### src/rtl/prp_pkg.sv
// prp_pkg: shared constants, codes and types of the page replacement policy engine
// no dependencies; used by every other file of the block
`default_nettype none

package prp_pkg;

    localparam int FRAMES     = 16;
    localparam int SLOT_W     = $clog2(FRAMES);
    localparam int RANK_W     = SLOT_W;
    localparam int NCNT_W     = 5;
    localparam int PAGE_W     = 8;
    localparam int CNT_W      = 16;
    localparam int POLICY_W   = 2;
    localparam int CFG_IDX_W  = 4;
    localparam int CFG_DATA_W = 8;

    typedef logic [SLOT_W-1:0]     t_slot;
    typedef logic [RANK_W-1:0]     t_rank;
    typedef logic [PAGE_W-1:0]     t_page;
    typedef logic [CNT_W-1:0]      t_count;
    typedef logic [NCNT_W-1:0]     t_ncnt;
    typedef logic [POLICY_W-1:0]   t_policy;
    typedef logic [CFG_IDX_W-1:0]  t_cfg_idx;
    typedef logic [CFG_DATA_W-1:0] t_cfg_data;

    localparam t_rank  RANK_MAX     = RANK_W'(FRAMES - 1);
    localparam t_count CNT_MAX      = '1;
    localparam t_ncnt  NCNT_FRAMES  = NCNT_W'(FRAMES);
    localparam t_ncnt  FRAMES_RESET = NCNT_W'(4);

    // replacement policy codes, the unused code behaves as fifo
    localparam t_policy POL_FIFO  = 2'd0;
    localparam t_policy POL_LRU   = 2'd1;
    localparam t_policy POL_CLOCK = 2'd2;

    // configuration register indexes
    localparam t_cfg_idx REG_POLICY = CFG_IDX_W'(0);
    localparam t_cfg_idx REG_FRAMES = CFG_IDX_W'(1);

    // item action codes
    localparam logic ACT_CLEAR  = 1'b0;
    localparam logic ACT_ACCESS = 1'b1;

    // commands from the sequencer to the datapath
    typedef struct packed {
        logic load_in;
        logic search;
        logic commit;
    } t_cmd;

endpackage

`default_nettype wire

### src/rtl/prp_channels.sv
// prp_channels: valid/ready interfaces of the access, result and configuration channels
// depends on prp_pkg
`default_nettype none

interface prp_in_if;
    logic                  valid;
    logic                  ready;
    logic                  action;
    logic [prp_pkg::PAGE_W-1:0] page;
    modport source (output valid, action, page, input ready);
    modport sink   (input valid, action, page, output ready);
endinterface

interface prp_out_if;
    logic                       valid;
    logic                       ready;
    logic                       hit;
    logic [3:0]                 frame_slot;
    logic                       evicted_valid;
    logic [prp_pkg::PAGE_W-1:0] evicted_page;
    logic [prp_pkg::CNT_W-1:0]  fault_count;
    logic [prp_pkg::CNT_W-1:0]  access_count;
    modport source (output valid, hit, frame_slot, evicted_valid, evicted_page,
                    fault_count, access_count, input ready);
    modport sink   (input valid, hit, frame_slot, evicted_valid, evicted_page,
                    fault_count, access_count, output ready);
endinterface

interface prp_cfg_if;
    logic                           valid;
    logic                           ready;
    logic [prp_pkg::CFG_IDX_W-1:0]  index;
    logic [prp_pkg::CFG_DATA_W-1:0] data;
    modport source (output valid, index, data, input ready);
    modport sink   (input valid, index, data, output ready);
endinterface

`default_nettype wire

### src/rtl/prp_ctrl.sv
// prp_ctrl: sequencer of the engine, idle / search / commit, owns the result valid flag
// depends on prp_pkg
`default_nettype none

module prp_ctrl (
    input  wire logic          i_clk,
    input  wire logic          i_rst_n,
    input  wire logic          i_in_valid,
    output logic               o_in_ready,
    output logic               o_out_valid,
    input  wire logic          i_out_ready,
    output prp_pkg::t_cmd      o_cmd
);

    typedef enum logic [1:0] {
        S_IDLE,
        S_SEARCH,
        S_COMMIT
    } t_state;

    t_state r_state;
    logic   r_out_valid;
    logic   w_out_free;
    logic   w_accept;

    assign w_out_free  = !r_out_valid || i_out_ready;
    assign o_in_ready  = (r_state == S_IDLE) || ((r_state == S_COMMIT) && w_out_free);
    assign w_accept    = i_in_valid && o_in_ready;
    assign o_out_valid = r_out_valid;

    always_comb begin
        o_cmd.load_in = w_accept;
        o_cmd.search  = (r_state == S_SEARCH);
        o_cmd.commit  = (r_state == S_COMMIT) && w_out_free;
    end

    always_ff @(posedge i_clk) begin
        if (!i_rst_n) begin
            r_state     <= S_IDLE;
            r_out_valid <= 1'b0;
        end else begin
            // a commit refills the result register, otherwise a taken result empties it
            if ((r_state == S_COMMIT) && w_out_free) begin
                r_out_valid <= 1'b1;
            end else if (r_out_valid && i_out_ready) begin
                r_out_valid <= 1'b0;
            end
            case (r_state)
                S_IDLE: begin
                    if (w_accept) begin
                        r_state <= S_SEARCH;
                    end
                end
                S_SEARCH: begin
                    r_state <= S_COMMIT;
                end
                S_COMMIT: begin
                    if (w_out_free) begin
                        r_state <= w_accept ? S_SEARCH : S_IDLE;
                    end
                end
                default: begin
                    r_state <= S_IDLE;
                end
            endcase
        end
    end

endmodule

`default_nettype wire

### src/rtl/prp_datapath.sv
// prp_datapath: frame table, configuration registers, lookup and victim search, result register
// depends on prp_pkg; driven by the commands of prp_ctrl
`default_nettype none

module prp_datapath (
    input  wire logic                 i_clk,
    input  wire logic                 i_rst_n,
    input  wire prp_pkg::t_cmd        i_cmd,
    input  wire logic                 i_action,
    input  wire prp_pkg::t_page       i_page,
    input  wire logic                 i_cfg_we,
    input  wire prp_pkg::t_cfg_idx    i_cfg_index,
    input  wire prp_pkg::t_cfg_data   i_cfg_data,
    output logic                      o_hit,
    output logic [3:0]                o_frame_slot,
    output logic                      o_evicted_valid,
    output prp_pkg::t_page            o_evicted_page,
    output prp_pkg::t_count           o_fault_count,
    output prp_pkg::t_count           o_access_count
);

    localparam int F = prp_pkg::FRAMES;

    function automatic prp_pkg::t_slot first_set(input logic [F-1:0] v);
        prp_pkg::t_slot r;
        r = '0;
        for (int i = F - 1; i >= 0; i--) begin
            if (v[i]) r = prp_pkg::SLOT_W'(i);
        end
        return r;
    endfunction

    function automatic prp_pkg::t_slot next_slot(input prp_pkg::t_slot s,
                                                 input prp_pkg::t_ncnt n);
        prp_pkg::t_ncnt inc;
        inc = prp_pkg::NCNT_W'(s) + prp_pkg::NCNT_W'(1);
        return (inc >= n) ? '0 : prp_pkg::SLOT_W'(inc);
    endfunction

    function automatic prp_pkg::t_count sat_inc(input prp_pkg::t_count c);
        return (c == prp_pkg::CNT_MAX) ? c : c + prp_pkg::CNT_W'(1);
    endfunction

    // configuration and item registers
    prp_pkg::t_policy r_policy;
    prp_pkg::t_ncnt   r_frames;
    logic             r_action;
    prp_pkg::t_page   r_page;

    // frame table
    prp_pkg::t_page   r_resident [F];
    logic [F-1:0]     r_valid;
    logic [F-1:0]     r_ref;
    prp_pkg::t_rank   r_rank [F];
    prp_pkg::t_slot   r_hand;
    prp_pkg::t_slot   r_oldest;
    prp_pkg::t_count  r_fault_cnt;
    prp_pkg::t_count  r_access_cnt;

    // search results
    logic             r_s_hit;
    logic             r_s_fill;
    logic             r_s_evict;
    logic             r_s_fifo_adv;
    prp_pkg::t_slot   r_s_slot;
    prp_pkg::t_rank   r_s_old;
    prp_pkg::t_page   r_s_ev_page;
    logic [F-1:0]     r_s_clr;

    // result register
    logic             r_o_hit;
    prp_pkg::t_slot   r_o_slot;
    logic             r_o_ev_valid;
    prp_pkg::t_page   r_o_ev_page;
    prp_pkg::t_count  r_o_fault;
    prp_pkg::t_count  r_o_access;

    prp_pkg::t_ncnt   w_n;
    logic [F-1:0]     w_active;
    logic [F-1:0]     w_match;
    logic [F-1:0]     w_empty;
    logic [F-1:0]     w_cand;
    logic [F-1:0]     w_bitset;
    logic [F-1:0]     w_zero;
    logic [F-1:0]     w_hi;
    logic [F-1:0]     w_clk_clr;
    prp_pkg::t_slot   w_h;
    prp_pkg::t_slot   w_clk_slot;
    prp_pkg::t_slot   w_lru_slot;
    prp_pkg::t_slot   w_fifo_slot;
    prp_pkg::t_slot   w_victim;
    prp_pkg::t_slot   w_slot;
    logic             w_hit;
    logic             w_has_empty;
    logic             w_evict;

    // effective frame count, clamped to one..FRAMES
    always_comb begin
        if (r_frames == '0) begin
            w_n = prp_pkg::NCNT_W'(1);
        end else if (r_frames > prp_pkg::NCNT_FRAMES) begin
            w_n = prp_pkg::NCNT_FRAMES;
        end else begin
            w_n = r_frames;
        end
    end

    always_comb begin
        for (int i = 0; i < F; i++) begin
            w_active[i] = prp_pkg::NCNT_W'(i) < w_n;
            w_match[i]  = w_active[i] && r_valid[i] && (r_resident[i] == r_page);
            w_empty[i]  = w_active[i] && !r_valid[i];
        end
        w_hit       = |w_match;
        w_has_empty = |w_empty;
    end

    // lru: highest rank, one rank bit at a time from the top, lowest index on ties
    always_comb begin
        w_cand   = w_active;
        w_bitset = '0;
        for (int b = prp_pkg::RANK_W - 1; b >= 0; b--) begin
            for (int i = 0; i < F; i++) begin
                w_bitset[i] = w_cand[i] && r_rank[i][b];
            end
            if (|w_bitset) w_cand = w_bitset;
        end
        w_lru_slot = first_set(w_cand);
    end

    // clock: first clear reference bit from the hand onwards, wrapping at the count
    always_comb begin
        w_h = (prp_pkg::NCNT_W'(r_hand) >= w_n) ? '0 : r_hand;
        for (int i = 0; i < F; i++) begin
            w_zero[i] = w_active[i] && !r_ref[i];
            w_hi[i]   = prp_pkg::SLOT_W'(i) >= w_h;
        end
        if (|(w_zero & w_hi)) begin
            w_clk_slot = first_set(w_zero & w_hi);
            for (int i = 0; i < F; i++) begin
                w_clk_clr[i] = w_active[i] && w_hi[i] && (prp_pkg::SLOT_W'(i) < w_clk_slot);
            end
        end else if (|w_zero) begin
            w_clk_slot = first_set(w_zero);
            for (int i = 0; i < F; i++) begin
                w_clk_clr[i] = w_active[i] &&
                               (w_hi[i] || (prp_pkg::SLOT_W'(i) < w_clk_slot));
            end
        end else begin
            w_clk_slot = w_h;
            w_clk_clr  = w_active;
        end
    end

    always_comb begin
        w_fifo_slot = (prp_pkg::NCNT_W'(r_oldest) >= w_n) ? '0 : r_oldest;
        case (r_policy)
            prp_pkg::POL_LRU:   w_victim = w_lru_slot;
            prp_pkg::POL_CLOCK: w_victim = w_clk_slot;
            default:            w_victim = w_fifo_slot;
        endcase
        w_evict = !w_hit && !w_has_empty;
        if (w_hit) begin
            w_slot = first_set(w_match);
        end else if (w_has_empty) begin
            w_slot = first_set(w_empty);
        end else begin
            w_slot = w_victim;
        end
    end

    always_ff @(posedge i_clk) begin
        if (!i_rst_n) begin
            r_policy <= prp_pkg::POL_FIFO;
            r_frames <= prp_pkg::FRAMES_RESET;
        end else if (i_cfg_we) begin
            if (i_cfg_index == prp_pkg::REG_POLICY) begin
                r_policy <= i_cfg_data[prp_pkg::POLICY_W-1:0];
            end else if (i_cfg_index == prp_pkg::REG_FRAMES) begin
                r_frames <= i_cfg_data[prp_pkg::NCNT_W-1:0];
            end
        end
    end

    always_ff @(posedge i_clk) begin
        if (i_cmd.load_in) begin
            r_action <= i_action;
            r_page   <= i_page;
        end
        if (i_cmd.search) begin
            r_s_hit      <= w_hit;
            r_s_fill     <= !w_hit && w_has_empty;
            r_s_evict    <= w_evict;
            r_s_fifo_adv <= w_evict && (r_policy != prp_pkg::POL_LRU) &&
                            (r_policy != prp_pkg::POL_CLOCK);
            r_s_slot     <= w_slot;
            r_s_old      <= r_rank[w_slot];
            r_s_ev_page  <= r_resident[w_slot];
            r_s_clr      <= (w_evict && (r_policy == prp_pkg::POL_CLOCK)) ? w_clk_clr : '0;
        end
    end

    // resident pages, no reset
    always_ff @(posedge i_clk) begin
        if (i_cmd.commit && (r_action == prp_pkg::ACT_ACCESS) && !r_s_hit) begin
            r_resident[r_s_slot] <= r_page;
        end
    end

    always_ff @(posedge i_clk) begin
        if (!i_rst_n) begin
            r_valid      <= '0;
            r_ref        <= '0;
            r_hand       <= '0;
            r_oldest     <= '0;
            r_fault_cnt  <= '0;
            r_access_cnt <= '0;
            for (int i = 0; i < F; i++) r_rank[i] <= '0;
        end else if (i_cmd.commit) begin
            if (r_action == prp_pkg::ACT_CLEAR) begin
                r_valid      <= '0;
                r_ref        <= '0;
                r_hand       <= '0;
                r_oldest     <= '0;
                r_fault_cnt  <= '0;
                r_access_cnt <= '0;
                for (int i = 0; i < F; i++) r_rank[i] <= '0;
            end else begin
                r_access_cnt <= sat_inc(r_access_cnt);
                for (int i = 0; i < F; i++) begin
                    if (prp_pkg::SLOT_W'(i) == r_s_slot) begin
                        r_rank[i] <= '0;
                    end else if (w_active[i] && r_valid[i] &&
                                 (r_s_fill || (r_rank[i] < r_s_old)) &&
                                 (r_rank[i] != prp_pkg::RANK_MAX)) begin
                        r_rank[i] <= r_rank[i] + prp_pkg::RANK_W'(1);
                    end
                end
                if (r_s_hit) begin
                    r_ref[r_s_slot] <= 1'b1;
                end else begin
                    r_fault_cnt       <= sat_inc(r_fault_cnt);
                    r_valid[r_s_slot] <= 1'b1;
                    for (int i = 0; i < F; i++) begin
                        if (prp_pkg::SLOT_W'(i) == r_s_slot) begin
                            r_ref[i] <= 1'b1;
                        end else if (r_s_clr[i]) begin
                            r_ref[i] <= 1'b0;
                        end
                    end
                    r_hand <= next_slot(r_s_slot, w_n);
                    if (r_s_fifo_adv) begin
                        r_oldest <= next_slot(r_s_slot, w_n);
                    end
                end
            end
        end
    end

    // result register, loaded as the item commits
    always_ff @(posedge i_clk) begin
        if (i_cmd.commit) begin
            if (r_action == prp_pkg::ACT_CLEAR) begin
                r_o_hit      <= 1'b0;
                r_o_slot     <= '0;
                r_o_ev_valid <= 1'b0;
                r_o_ev_page  <= '0;
                r_o_fault    <= '0;
                r_o_access   <= '0;
            end else begin
                r_o_hit      <= r_s_hit;
                r_o_slot     <= r_s_slot;
                r_o_ev_valid <= r_s_evict;
                r_o_ev_page  <= r_s_evict ? r_s_ev_page : '0;
                r_o_fault    <= r_s_hit ? r_fault_cnt : sat_inc(r_fault_cnt);
                r_o_access   <= sat_inc(r_access_cnt);
            end
        end
    end

    assign o_hit           = r_o_hit;
    assign o_frame_slot    = 4'(r_o_slot);
    assign o_evicted_valid = r_o_ev_valid;
    assign o_evicted_page  = r_o_ev_page;
    assign o_fault_count   = r_o_fault;
    assign o_access_count  = r_o_access;

endmodule

`default_nettype wire

### src/rtl/page_replacement_policy_top.sv
// page_replacement_policy_top: page replacement engine (fifo, lru, clock) over a set of frames
// depends on prp_pkg, prp_channels, prp_ctrl and prp_datapath
//
//  channel  | dir | payload                                           | handshake
//  ---------+-----+---------------------------------------------------+------------
//  i_in     | in  | action, page                                      | valid/ready
//  o_out    | out | hit, frame_slot, evicted_valid, evicted_page,     | valid/ready
//           |     | fault_count, access_count                         |
//  i_cfg    | in  | index (0 policy, 1 frames_in_use), data           | valid/ready
//
// a result is registered after its item is taken: lookup and victim search over all frames into a
// search register, then a table update that loads the result register
// the next item is taken on the commit cycle of the current one, while the result register is free
// a result waits in the output register; only its commit stalls while that is still full
// synchronous active-low reset clears the frame table and counters, policy fifo, four frames
// configuration is always ready and is used by the search and commit of an item already taken
`default_nettype none

module page_replacement_policy_top (
    input  wire logic  i_clk,
    input  wire logic  i_rst_n,
    prp_in_if.sink     i_in,
    prp_out_if.source  o_out,
    prp_cfg_if.sink    i_cfg
);

    prp_pkg::t_cmd w_cmd;
    logic          w_in_ready;
    logic          w_out_valid;

    // configuration is taken at any time
    assign i_cfg.ready = 1'b1;

    // sequencer: handshakes and the idle / search / commit steps
    prp_ctrl u_ctrl (
        .i_clk       (i_clk),
        .i_rst_n     (i_rst_n),
        .i_in_valid  (i_in.valid),
        .o_in_ready  (w_in_ready),
        .o_out_valid (w_out_valid),
        .i_out_ready (o_out.ready),
        .o_cmd       (w_cmd)
    );

    assign i_in.ready  = w_in_ready;
    assign o_out.valid = w_out_valid;

    // frame table, policies, counters and the result register
    prp_datapath u_datapath (
        .i_clk           (i_clk),
        .i_rst_n         (i_rst_n),
        .i_cmd           (w_cmd),
        .i_action        (i_in.action),
        .i_page          (i_in.page),
        .i_cfg_we        (i_cfg.valid),
        .i_cfg_index     (i_cfg.index),
        .i_cfg_data      (i_cfg.data),
        .o_hit           (o_out.hit),
        .o_frame_slot    (o_out.frame_slot),
        .o_evicted_valid (o_out.evicted_valid),
        .o_evicted_page  (o_out.evicted_page),
        .o_fault_count   (o_out.fault_count),
        .o_access_count  (o_out.access_count)
    );

endmodule

`default_nettype wire

### src/flat_wrapper.sv
// flat-port wrapper written by rule: the top's interface ports become plain ports
module page_replacement_policy_top_flat 
  (i_clk, i_rst_n, i_in_valid, i_in_action, i_in_page, i_in_ready, o_out_valid, o_out_hit, o_out_frame_slot, o_out_evicted_valid, o_out_evicted_page, o_out_fault_count, o_out_access_count, o_out_ready, i_cfg_valid, i_cfg_index, i_cfg_data, i_cfg_ready);
  prp_in_if i_in_i ();
  prp_out_if o_out_i ();
  prp_cfg_if i_cfg_i ();
  input  wire logic i_clk;
  input  wire logic i_rst_n;
  input wire logic [$bits(i_in_i.valid)-1:0] i_in_valid;
  input wire logic [$bits(i_in_i.action)-1:0] i_in_action;
  input wire logic [$bits(i_in_i.page)-1:0] i_in_page;
  output wire logic [$bits(i_in_i.ready)-1:0] i_in_ready;
  output wire logic [$bits(o_out_i.valid)-1:0] o_out_valid;
  output wire logic [$bits(o_out_i.hit)-1:0] o_out_hit;
  output wire logic [$bits(o_out_i.frame_slot)-1:0] o_out_frame_slot;
  output wire logic [$bits(o_out_i.evicted_valid)-1:0] o_out_evicted_valid;
  output wire logic [$bits(o_out_i.evicted_page)-1:0] o_out_evicted_page;
  output wire logic [$bits(o_out_i.fault_count)-1:0] o_out_fault_count;
  output wire logic [$bits(o_out_i.access_count)-1:0] o_out_access_count;
  input wire logic [$bits(o_out_i.ready)-1:0] o_out_ready;
  input wire logic [$bits(i_cfg_i.valid)-1:0] i_cfg_valid;
  input wire logic [$bits(i_cfg_i.index)-1:0] i_cfg_index;
  input wire logic [$bits(i_cfg_i.data)-1:0] i_cfg_data;
  output wire logic [$bits(i_cfg_i.ready)-1:0] i_cfg_ready;
  assign i_in_i.valid = i_in_valid;
  assign i_in_i.action = i_in_action;
  assign i_in_i.page = i_in_page;
  assign i_in_ready = i_in_i.ready;
  assign o_out_valid = o_out_i.valid;
  assign o_out_hit = o_out_i.hit;
  assign o_out_frame_slot = o_out_i.frame_slot;
  assign o_out_evicted_valid = o_out_i.evicted_valid;
  assign o_out_evicted_page = o_out_i.evicted_page;
  assign o_out_fault_count = o_out_i.fault_count;
  assign o_out_access_count = o_out_i.access_count;
  assign o_out_i.ready = o_out_ready;
  assign i_cfg_i.valid = i_cfg_valid;
  assign i_cfg_i.index = i_cfg_index;
  assign i_cfg_i.data = i_cfg_data;
  assign i_cfg_ready = i_cfg_i.ready;
  page_replacement_policy_top u_core (.i_clk(i_clk), .i_rst_n(i_rst_n), .i_in(i_in_i), .o_out(o_out_i), .i_cfg(i_cfg_i));
endmodule
### config.mk
export PLATFORM = sky130hd
export DESIGN_NAME = page_replacement_policy_top_flat
export DESIGN_NICKNAME = d
export VERILOG_FILES = /design/src/rtl/prp_pkg.sv /design/src/rtl/prp_channels.sv /design/src/rtl/prp_ctrl.sv /design/src/rtl/prp_datapath.sv /design/src/rtl/page_replacement_policy_top.sv /design/src/flat_wrapper.sv
export SDC_FILE = /design/constraint.sdc
export NUM_CORES = 1
export LEC_CHECK = 0
export BUFFER_PORTS_ARGS = -buffer_cell sky130_fd_sc_hd__buf_2
export CORE_UTILIZATION = 59
export CTS_CLUSTER_DIAMETER = 120
export DETAILED_ROUTE_END_ITERATION = 8
export HOLD_SLACK_MARGIN = 0.03
export PLACE_DENSITY = 0.76
export SLEW_MARGIN = 5
export SYNTH_ARGS = -nofsm -noshare
export SYNTH_HDL_FRONTEND = slang
export SYNTH_SLANG_ARGS = --single-unit
### constraint.sdc
create_clock -name i_clk -period 13.36 [get_ports i_clk]
set_input_delay 0.668 -clock i_clk [delete_from_list [all_inputs] [get_ports i_clk]]
set_output_delay 0.668 -clock i_clk [all_outputs]
set_load 0.05 [all_outputs]
==> results.toml <==
[yosys]
ys_async_sr_fraction = 0
synth_cell_types = 95
synth_compound_area_frac = 0.1710
synth_area_leaders = "edfxtp_1 37%, dfxtp_1 7.1%, mux2i_1 6.1%"
avgSynthCellArea_sq_um = 9.764
yosysTopAreaCellShare = 0.3686
netlist_top_cells_count = "283 x edfxtp_1, 232 x nor2_1, 198 x nand2_1"
ys_warn_count = 0
synth_seq_cells = 365
synth_ff_type = "edfxtp_1"
yosys.area_share.adder = 0.04657
syn_nets = 2472
synth-edff-count = 283
yosysTopAreaCell = "edfxtp_1"
yosysMostFrequentCell = "edfxtp_1"
syn_area_sq_um = 23050
ys_seq_area_frac = 0.4398
syn_inst = 2361
yosys.area_share.simple = 0.1752
synth_xor_area_frac = 0.06763
synth_top_family_by_area = "simple AND/OR/NAND/NOR gates"
synth_mux_area_frac = 0.06176

[floorplanning]
rows = 72
die_w_um = 199.7
start_util = 0.5979
core_sq_um = 38560
io_pins = 75
die_h_um = 199.7
dieArea_sq_um = 39870

[global_route]
grt_first_pass_wirelength_mm = 112.3
grt_pass1_vias = 18173
grt-ovfl-total = 0
track_usage = 0.3816
grt_max_degree = 71
antenna_found_initial = 2

[clock_network]
ctsRootBufferMaster = "clkbuf_16"
holdBufCountCts = 0
htree_levels = 2
clockBufferDepth = 3
cts_tree = "built"
clk_latency_ns = 0.59
cts_made_buffers = 39
post_cts_resized = 0
clkTransAtPathRegs_ns = 0.06
clock_sink_count = 365
post_cts_buffers = 0

[worst_setup_path]
r2r-start = "u_core.u_datapath.r_frames[2]$_SDFFE_PN1P_"
cpMostUsedCell = "nor2_1"
start_kind = "flip-flop"
cp-endpoint = "u_core.u_datapath.r_s_ev_page[2]$_DFFE_PN_"
crit_fanout = 32
worst_r2r_path_depth = 23
cp_data_required_time_ns = 13.75
cp_num_buf_inv = 1
regToRegEndpoint = "u_core.u_datapath.r_s_ev_page[2]$_DFFE_PN_"
slowest_delay_ns = 0.96
crit_cells = 23
cpMaxStageDelayCell = "a211oi_4"
crit_family = "compound AO/OA/AOI/OAI gates"
arrival_ns = 8.83
r2r_slack_ns = 4.92
critPathKind = "flip-flop to flip-flop"
cp-end-kind = "flip-flop"
crit_chain = "buf_4 > or2_1 > nor2_1 > nor2_1 > nor2_1 > ha_1 > nand2b_1 > a21o_1 > a21o_1 > a21oi_1 > o2111ai_1 > o22ai_1 > nand4b_1 > nor3_1 > a211oi_1 > o221ai_1 > nor2_1 > o21ai_1 > nor4b_2 > a211oi_4 > nand2b_1 > o22ai_1 > nor3_1"
crit_start = "u_core.u_datapath.r_frames[2]$_SDFFE_PN1P_"

[timing]
rsz0062_at_grt = "no"
setup-tns-final_ns = 0
setup_viol = 0
hold_viol_final = 0
maxSlewHeadroom = 0.1820
fmax_mhz = 118.5
fin_crit_sh = 0.6318
fin_ws_ns = 4.919
drv_slew = 0
tightestPinTransition_ns = 1.224
skew_ns = 0.03032
period_needed_ns = 8.441

[detailed_routing]
post_drt_wl_per_cell_um = 26.35
viasPerCell = 6.765
vias = 19680
ant_nets = 0
routed_wl_mm = 76.65
remaining_drc_errors = 0
dr.first_iter.drc_count = 2340
dr.pass1.iters = 6

[finish]
syn2layout_area_growth_pct = 8.456
nets = 2469
drive_above_1_share = 0.08958

[placed_design]
io_buffers = 70
pre_cts_slack_ns = 5.289
place_hpwl_mm = 54.21
routabilityCongestion = 1.014

[pwr]
cellPowerDensity_nw_per_um2 = 105.5
vdd.ir_drop.worst_mv = 0.1515
p_leak_nw = 9.932

[outcome]
status = "finished clean"

[min_path]
min_path_type = "primary input to flip-flop"

[run]
maxCapViolCount = 0
[cell usage in the layout (no fill, tap or decap), types with 67 or more instances in the layout]
master,count
dfxtp_1,81
xor2_1,111
o21ai_0,107
buf_2,70
a21oi_1,92
edfxtp_1,283
nand3_1,79
xnor2_1,67
nor2_1,232
ha_1,85
mux2i_1,140
nand2_1,198
[how the worst min path moves through the flow]
| stage | from | to | slack, ns | cells past startpoint |
|---|---|---|---|---|
| floorplan | u_core.u_datapath.r_access_cnt[14]$_SDFFE_PN0P_ | u_core.u_datapath.r_access_cnt[14]$_SDFFE_PN0P_ | 0.45 | 2 |
| global placement | u_core.u_datapath.r_access_cnt[6]$_SDFFE_PN0P_ | u_core.u_datapath.r_access_cnt[6]$_SDFFE_PN0P_ | 0.47 | 2 |
| detailed placement | u_core.u_datapath.r_fault_cnt[10]$_SDFFE_PN0P_ | u_core.u_datapath.r_fault_cnt[10]$_SDFFE_PN0P_ | 0.48 | 2 |
| CTS | i_in_page[5] | u_core.u_datapath.r_page[5]$_DFFE_PP_ | 0.25 | 1 |
| global route | i_in_page[6] | u_core.u_datapath.r_page[6]$_DFFE_PP_ | 0.26 | 1 |
| finish | i_in_page[5] | u_core.u_datapath.r_page[5]$_DFFE_PP_ | 0.27 | 1 |
[routing by layer]
metal	vias up	GRT usage	wire [um]
li1	8743	-	-
met5	-	0	24
met4	2	0.1874	3837
met2	1328	0.5646	33100
met1	9373	0.5177	30330
met3	234	0.09857	9365
[cell type report]
class                   count  area, sq um
repair buffers            102        590.6
inverters                  59        222.7
flip-flops and latches    365        10140
fillers                  3158        13550
clock inverters            27        300.3
multi-input cells        1791        12080
clock buffers              45         1018
diodes                      2        5.005
well taps                 518        648.1
[through the flow]
stage	util	instances	cell area [sq um]	power [mW]	hold WS [ns]
after floorplan	-	2361	23050	1.445	0.4517
after global placement	0.6141	2835	23680	1.517	0.4689
after detailed placement	0.6141	2835	23680	1.522	0.4842
after CTS	0.6483	2907	25000	2.633	0.2522
after global routing	0.6483	2907	25000	2.694	0.2582
final	0.6485	2909	25000	2.637	0.2670
[state kept, by name, indices dropped and copies added, names as in the netlist, 8 cells and up]
signal                            count
u_core.u_datapath.o_access_count     16
u_core.u_datapath.o_evicted_page      8
u_core.u_datapath.o_fault_count      16
u_core.u_datapath.r_access_cnt       16
u_core.u_datapath.r_fault_cnt        16
u_core.u_datapath.r_page              8
u_core.u_datapath.r_rank             64
u_core.u_datapath.r_ref              16
u_core.u_datapath.r_resident        128
u_core.u_datapath.r_s_clr            16
u_core.u_datapath.r_s_ev_page         8
u_core.u_datapath.r_valid            16
[kinds of logic after synthesis]
| logic type | Yosys count |
|---|---|
| AND/OR/NAND/NOR | 824 |
| AO/OA/AOI/OAI | 560 |
| flip-flops | 365 |
| buffers and inverters | 205 |
| XOR/XNOR | 178 |
| multiplexers | 142 |
| adder cells (fa/ha/maj) | 86 |
| other | 1 |
[report_power, final]
| part | internal, mW | switching, mW |
|---|---|---|
| logic | 0.0760 | 0.157 |
| clock network | 0.652 | 0.476 |
| registers | 1.24 | 0.0370 |
| total | 1.97 | 0.670 |
No activity file was read; power rests on OpenSTA's default activity.
